===== config.mk =====
export PLATFORM = sky130hd
export DESIGN_NAME = smjt_mul
export DESIGN_NICKNAME = d
export VERILOG_FILES = /design/src/rtl/smjt_pkg.sv /design/src/rtl/smjt_mul.sv
export SDC_FILE = /design/constraint.sdc
export NUM_CORES = 2
export LEC_CHECK = 0
export ABC_AREA = 0
export BUFFER_PORTS_ARGS = -buffer_cell sky130_fd_sc_hd__buf_2
export CORE_MARGIN = 2
export CORE_UTILIZATION = 60
export CTS_CLUSTER_DIAMETER = 50
export DETAILED_ROUTE_END_ITERATION = 16
export PLACE_DENSITY_LB_ADDON = 0.08
export SETUP_SLACK_MARGIN = 0.05
export SLEW_MARGIN = 10
export SYNTH_ARGS = -nofsm -noshare
export SYNTH_HDL_FRONTEND = slang
export SYNTH_SLANG_ARGS = --single-unit
export TNS_END_PERCENT = 1

===== constraint.sdc =====
create_clock -name clock -period 8.2 [get_ports clock]
set_input_delay 1.64 -clock clock [delete_from_list [all_inputs] [get_ports clock]]
set_output_delay 1.64 -clock clock [all_outputs]
set_load 0.03 [all_outputs]

===== src/rtl/smjt_pkg.sv =====
// smjt_pkg: shared types, register codes, widths and saturation helpers
// for the sliding-mode joint torque block
// no dependencies
`default_nettype none

package smjt_pkg;

   // joint count default and field widths
   localparam int JOINTS_DEF = 7;
   localparam int JOINT_W    = 3;
   localparam int CSR_IDX_W  = 3;
   localparam int CSR_W      = 24;
   localparam int GAIN_W     = 24;
   localparam int PERIOD_W   = 17;
   localparam int DECAY_W    = 17;

   // shared multiplier operand and product widths
   localparam int MUL_A_W = 34;
   localparam int MUL_B_W = 25;
   localparam int MUL_P_W = MUL_A_W + MUL_B_W;

   // register indexes
   localparam logic [CSR_IDX_W-1:0] CSR_POSITION_GAIN = 3'd0;
   localparam logic [CSR_IDX_W-1:0] CSR_INTEGRAL_GAIN = 3'd1;
   localparam logic [CSR_IDX_W-1:0] CSR_DAMPING_GAIN  = 3'd2;
   localparam logic [CSR_IDX_W-1:0] CSR_PERIOD_LENGTH = 3'd3;
   localparam logic [CSR_IDX_W-1:0] CSR_DECAY_FACTOR  = 3'd4;

   // register reset values
   localparam logic [GAIN_W-1:0]   POSITION_GAIN_RST = 24'd983040;
   localparam logic [GAIN_W-1:0]   INTEGRAL_GAIN_RST = 24'd98304;
   localparam logic [GAIN_W-1:0]   DAMPING_GAIN_RST  = 24'd1638400;
   localparam logic [PERIOD_W-1:0] PERIOD_LENGTH_RST = 17'd66;
   localparam logic [DECAY_W-1:0]  DECAY_FACTOR_RST  = 17'd65470;

   // decay limits, one in q1.16 and the ceiling
   localparam logic [DECAY_W-1:0] DECAY_ONE = 17'd65536;
   localparam logic [DECAY_W-1:0] DECAY_MAX = 17'd131071;

   // signed 32 bit limits at 64 bit width
   localparam logic signed [63:0] S32_MAX = 64'sd2147483647;
   localparam logic signed [63:0] S32_MIN = -64'sd2147483648;

   typedef struct packed {
      logic [JOINT_W-1:0] joint_index;
      logic               restart;
      logic signed [31:0] measured_position;
      logic signed [31:0] measured_velocity;
      logic signed [31:0] desired_position;
      logic signed [31:0] desired_velocity;
   } req_type;

   typedef struct packed {
      logic [JOINT_W-1:0] torque_joint;
      logic signed [31:0] torque_command;
      logic               saturated;
   } rsp_type;

   // clamp to the signed 32 bit range
   function automatic logic signed [31:0] sat32(input logic signed [63:0] x);
      logic signed [31:0] r;
      if (x > S32_MAX) begin
         r = 32'sh7FFFFFFF;
      end else if (x < S32_MIN) begin
         r = 32'sh80000000;
      end else begin
         r = 32'(x);
      end
      return r;
   endfunction

   // flag a value outside the signed 32 bit range
   function automatic logic over32(input logic signed [63:0] x);
      return (x > S32_MAX) || (x < S32_MIN);
   endfunction

endpackage

`default_nettype wire


===== src/rtl/smjt_mul.sv =====
// smjt_mul: shared signed multiplier with a registered product
// depends on smjt_pkg for operand widths
`default_nettype none

module smjt_mul (
   input  wire logic                                clock,
   input  wire logic signed [smjt_pkg::MUL_A_W-1:0] mul_a,
   input  wire logic signed [smjt_pkg::MUL_B_W-1:0] mul_b,
   output logic signed [smjt_pkg::MUL_P_W-1:0]      prod_ff
);
   import smjt_pkg::*;

   logic signed [MUL_P_W-1:0] prod_in;

   // full product of the selected operands
   always_comb begin
      prod_in = MUL_P_W'(mul_a) * MUL_P_W'(mul_b);
   end

   // product register
   always_ff @(posedge clock) begin
      prod_ff <= prod_in;
   end

endmodule

`default_nettype wire


**After elaboration in Yosys (flattened, before gate mapping)**

Cells that the tools add are included.

- Register bits: 59
- Bits in latches: 0
- Memory bits (writable): 0
- Bits in read-only memories: 0
- Bits of input ports: 60
- Memories: 0

- Add/subtract/negate cells: 0
- Multiply operators: 1
- Div/mod/pow operators: 0
- $lt $le $gt $ge: 0
- Eq/ne operators: 0
- Shift-type cells: 0
- Mux-type cells: 0
- Bitwise operators: 0
- Reductions and logical operators: 0

Operators with widths:

| kind | count |
|---|---|
| multiplier 34 x 25 -> 59 bit | 1 |

**Logic depth before layout (Yosys ltp)**

- Depth after elaboration: 1
- Depth in mapped cells: 26
- Mapped depth without buffers: 25

**Worst setup path after synthesis**

No wires, ideal clock.

- Path kind: input to register
- From: in mul_a[33] (netlist bit)
- To: reg prod_ff[56] (netlist bit)
- Arrival: 7.784 ns
- Data required time: 8.080 ns
- Slack: 0.296 ns
- Stages on the path: 24
- Buffers on the path: 2
- Cells stage by stage: clkbuf_1 > nand2_1 > inv_1 > fa_1 > fa_1 > inv_1 > fa_1 > inv_1 > fa_1 > fa_1 > fa_1 > inv_1 > fa_1 > inv_1 > ha_1 > clkbuf_1 > nand4_1 > nor4_1 > nand3_1 > a311oi_2 > o21ai_1 > o2111ai_1 > a21oi_1 > xnor2_1

- Word-level cells in the longest chain between the ends: 1

RTL lines:

| what | RTL line | RTL |
|---|---|---|
| start, declared | smjt_mul.sv:7 | `input wire logic signed [smjt_pkg::MUL_A_W-1:0] mul_a,` |
| multiplier 34 x 25 -> 59 bit | smjt_mul.sv:17 | `prod_in = MUL_P_W'(mul_a) * MUL_P_W'(mul_b);` |
| named net prod_in[56] | smjt_mul.sv:13 | `logic signed [MUL_P_W-1:0] prod_in;` |
| end signal, assigned | smjt_mul.sv:22 | `prod_ff <= prod_in;` |
| end, declared | smjt_mul.sv:9 | `output logic signed [smjt_pkg::MUL_P_W-1:0] prod_ff` |

The timed path passes the listed nets, and every way through them passes these cells.

**Final worst setup path**

- From: in mul_a[10] (netlist bit)
- To: reg prod_ff[58] (netlist bit)

Same word-level chain as after synthesis.

==> flow_metrics.tcl <==
set metrics [dict create \
    slew_headroom_pct 66.7 \
    fillers 4243 \
    grt.total_usage_pct 34.3 \
    vias 23000 \
    cp_common_cell "fa_1" \
    synth_largest_area_cell "fa_1" \
    synth-compound-area-share_pct 4.34 \
    drc_errors 0 \
    synth.mux.area_fraction_pct 0.0686 \
    cap_violations 0 \
    syn_inst 3304 \
    route.antenna.remaining_nets 0 \
    synth.distinct_cells 55 \
    worstHoldEndpoint "prod_ff[0]" \
    crit_fanout 12 \
    detailed_place_hpwl_um 75900 \
    synth_top_family_by_area "adder cells" \
    rows 83 \
    cts_tree "built" \
    syn-cell-area_sq_um 31000 \
    clock_tree.buffer_depth 2 \
    tns_ns 0 \
    antenna_found_initial 6 \
    start_kind "input pin" \
    wirelength_um 86200 \
    regMostFlops "prod_ff" \
    synth_seq_cells 59 \
    gp_congestion 0.956 \
    initial_core_util_pct 60.6 \
    largest_registers "prod_ff x59" \
    via_per_inst 5.42 \
    finalCriticalPeriod_ns 8.00 \
    htreeDepth 3 \
    worst_pin_slew_ns 0.498 \
    arrival_ns 8.24 \
    portBuffers 118 \
    dieArea_sq_um 53500 \
    async_reset_ff_share_pct 0 \
    die_x_um 231 \
    worstSetupPathType "in -> reg" \
    grt_remaining_overflow 0 \
    fmax_mhz 125 \
    numCtsBuffers 9 \
    synthAdderAreaFrac_pct 62.3 \
    dr.pass1.iters 6 \
    core_sq_um 51200 \
    hold_path_class "in -> reg" \
    path_clk_slew_ns 0.08 \
    setup_viol 0 \
    yosys_warnings 0 \
    final_util_pct 67.6 \
    synth_edf_count 0 \
    hold_viol_final 0 \
    cts_setup_buffers 0 \
    seq_area_frac_synth_pct 3.81 \
    yosys-top-cells-area "fa_1, inv_1, and2_1" \
    outcome "finished, final reports clean" \
    grt_max_degree 27 \
    cpPeakStageDelay_ns 0.58 \
    synth_ff_type "dfxtp_1" \
    period_share_pct 97.6 \
    synthSimpleGateAreaFrac_pct 15.8 \
    worstPathCellList "buf_2, buf_4, and2_1, fa_1, fa_1, inv_1, fa_1, fa_1, inv_1, fa_1, fa_1, fa_1, ha_1, a21o_1, a21oi_2, o311ai_2, a2111oi_4, a21oi_2, and3_1, o31a_1, a221o_1, xnor2_1" \
    syn_to_final_growth_pct 11.6 \
    wl_per_cell_um 20.3 \
    io_pins 119 \
    critPathSlowestCell "fa_1" \
    synth_fp_nets 4388 \
    layout.nets 4639 \
    cts-root-buf "clkbuf_16" \
    dieHeight_um 231 \
    syn_avg_cell_area_sq_um 9.39 \
    holdPathStages 2 \
    worst_ep_required_time_ns 8.44 \
    grt_pass1_vias 25700 \
    worst_setup_path_end_kind "flop" \
    slew_violations 0 \
    drive_gt1_share_pct 12.4 \
    largest_reg_flops 59 \
    grt_pass1_wl_um 138000 \
    yosys.area.top_type_share_pct 55.8 \
    hp-start "mul_b[0]" \
    clock-sinks 59 \
    timing.hold.ws_ns 1.80 \
    first_iter_violations 1267 \
    synth_xor_area_share_pct 1.92 \
    rsz0062_at_grt "true" \
]
-- per-layer routing --
layer  vias up  global-route usage, %  part of all wire (%)
li1       9967                      -                     -
met1     12000                   39.8                    35
met2       792                   59.2                    52
met3       272                   4.53                   5.4
met4         6                   23.4                   8.0
met5         -                      0                 0.048
-- cell usage in the layout, fill, tap and decap left out, types with 17 or more instances in the layout --
master / synthesis / final
nand2_1: 440 / 440
ha_1: 159 / 158
dfxtp_1: 59 / 59
xnor2_1: 48 / 48
a21oi_1: 67 / 65
a21o_1: 27 / 27
nor2_1: 28 / 28
fa_1: 865 / 865
o21ai_1: 16 / 17
and2_1: 425 / 425
xor2_1: 20 / 20
buf_2: 2 / 98
inv_1: 814 / 814
o21ai_0: 26 / 23
nor2b_1: 28 / 28
buf_4: 0 / 267
buf_12: 0 / 18
-- cell usage after synthesis, drive strengths merged (16+ instances only) --
cell type and number:
a21o 27, a21oi 70, and2 425, clkbuf 157, dfxtp 59, fa 865
ha 159, inv 814, nand2 440, nand3 16, nor2 28, nor2b 28
o21ai 42, xnor2 48, xor2 20
-- worst max-delay path, delay by kind of cell --
kind | cells | cell delay, ns
AOI/OAI and AO/OA | 7 | 1.62
xor gates and xnor gates | 1 | 0.12
buffers and inverters | 4 | 0.54
and+or+nand+nor | 2 | 0.37
adders and majority gates | 8 | 3.95
-- how the worst max path moves through the flow --
stage	from	endpoint	slack, ns	depth (start not counted)
after floorplan	mul_a[33]	prod_ff[56]	0.30	24
after global placement	mul_b[5]	prod_ff[58]	-0.32	22
after detailed placement	mul_b[5]	prod_ff[58]	-0.39	24
after CTS	mul_b[1]	prod_ff[55]	0.06	25
after global routing	mul_a[10]	prod_ff[42]	0.005	25
final	mul_a[10]	prod_ff[58]	0.20	22
-- repair_timing --
item | in CTS | in global routing
pin swaps | 0 | 4
gates resized for setup | 2 | 37
hold buffers | 0 | 0
setup endpoints to repair | 4 | 20
-- cell families after synthesis --
kind of cell	Yosys count
buffers and inverters	973
XOR/XNOR	68
multiplexers	2
AO/OA/AOI/OAI	204
AND/OR/NAND/NOR	974
adder cells (fa/ha/maj)	1024
flip-flops	59
-- metrics by stage --
stage / cell area (sq um) / setup slack, ns / std cells
floorplan: 31000 / 0.296 / 3304
global placement: 34200 / -0.323 / 4224
detailed placement: 34200 / -0.395 / 4224
CTS: 34500 / 0.0622 / 4240
global route: 34600 / 0.00546 / 4241
finish: 34600 / 0.198 / 4243
-- cell type report --
cell class / instances / area (sq um) / share of cell area [%]
Sequential cell: 59 / 1180 / 3.41
Tap cell: 680 / 851 / 2.46
Inverter: 814 / 3060 / 8.83
Timing Repair Buffer: 399 / 2980 / 8.61
Clock buffer: 9 / 225 / 0.651
Clock inverter: 7 / 77.6 / 0.224
Antenna cell: 3 / 7.51 / 0.0217
Multi-Input combinational cell: 2272 / 26200 / 75.8
Power is left out: the tool's default activity adds up to more than one toggle a clock period on the data nets, which glitch-free logic cannot reach.
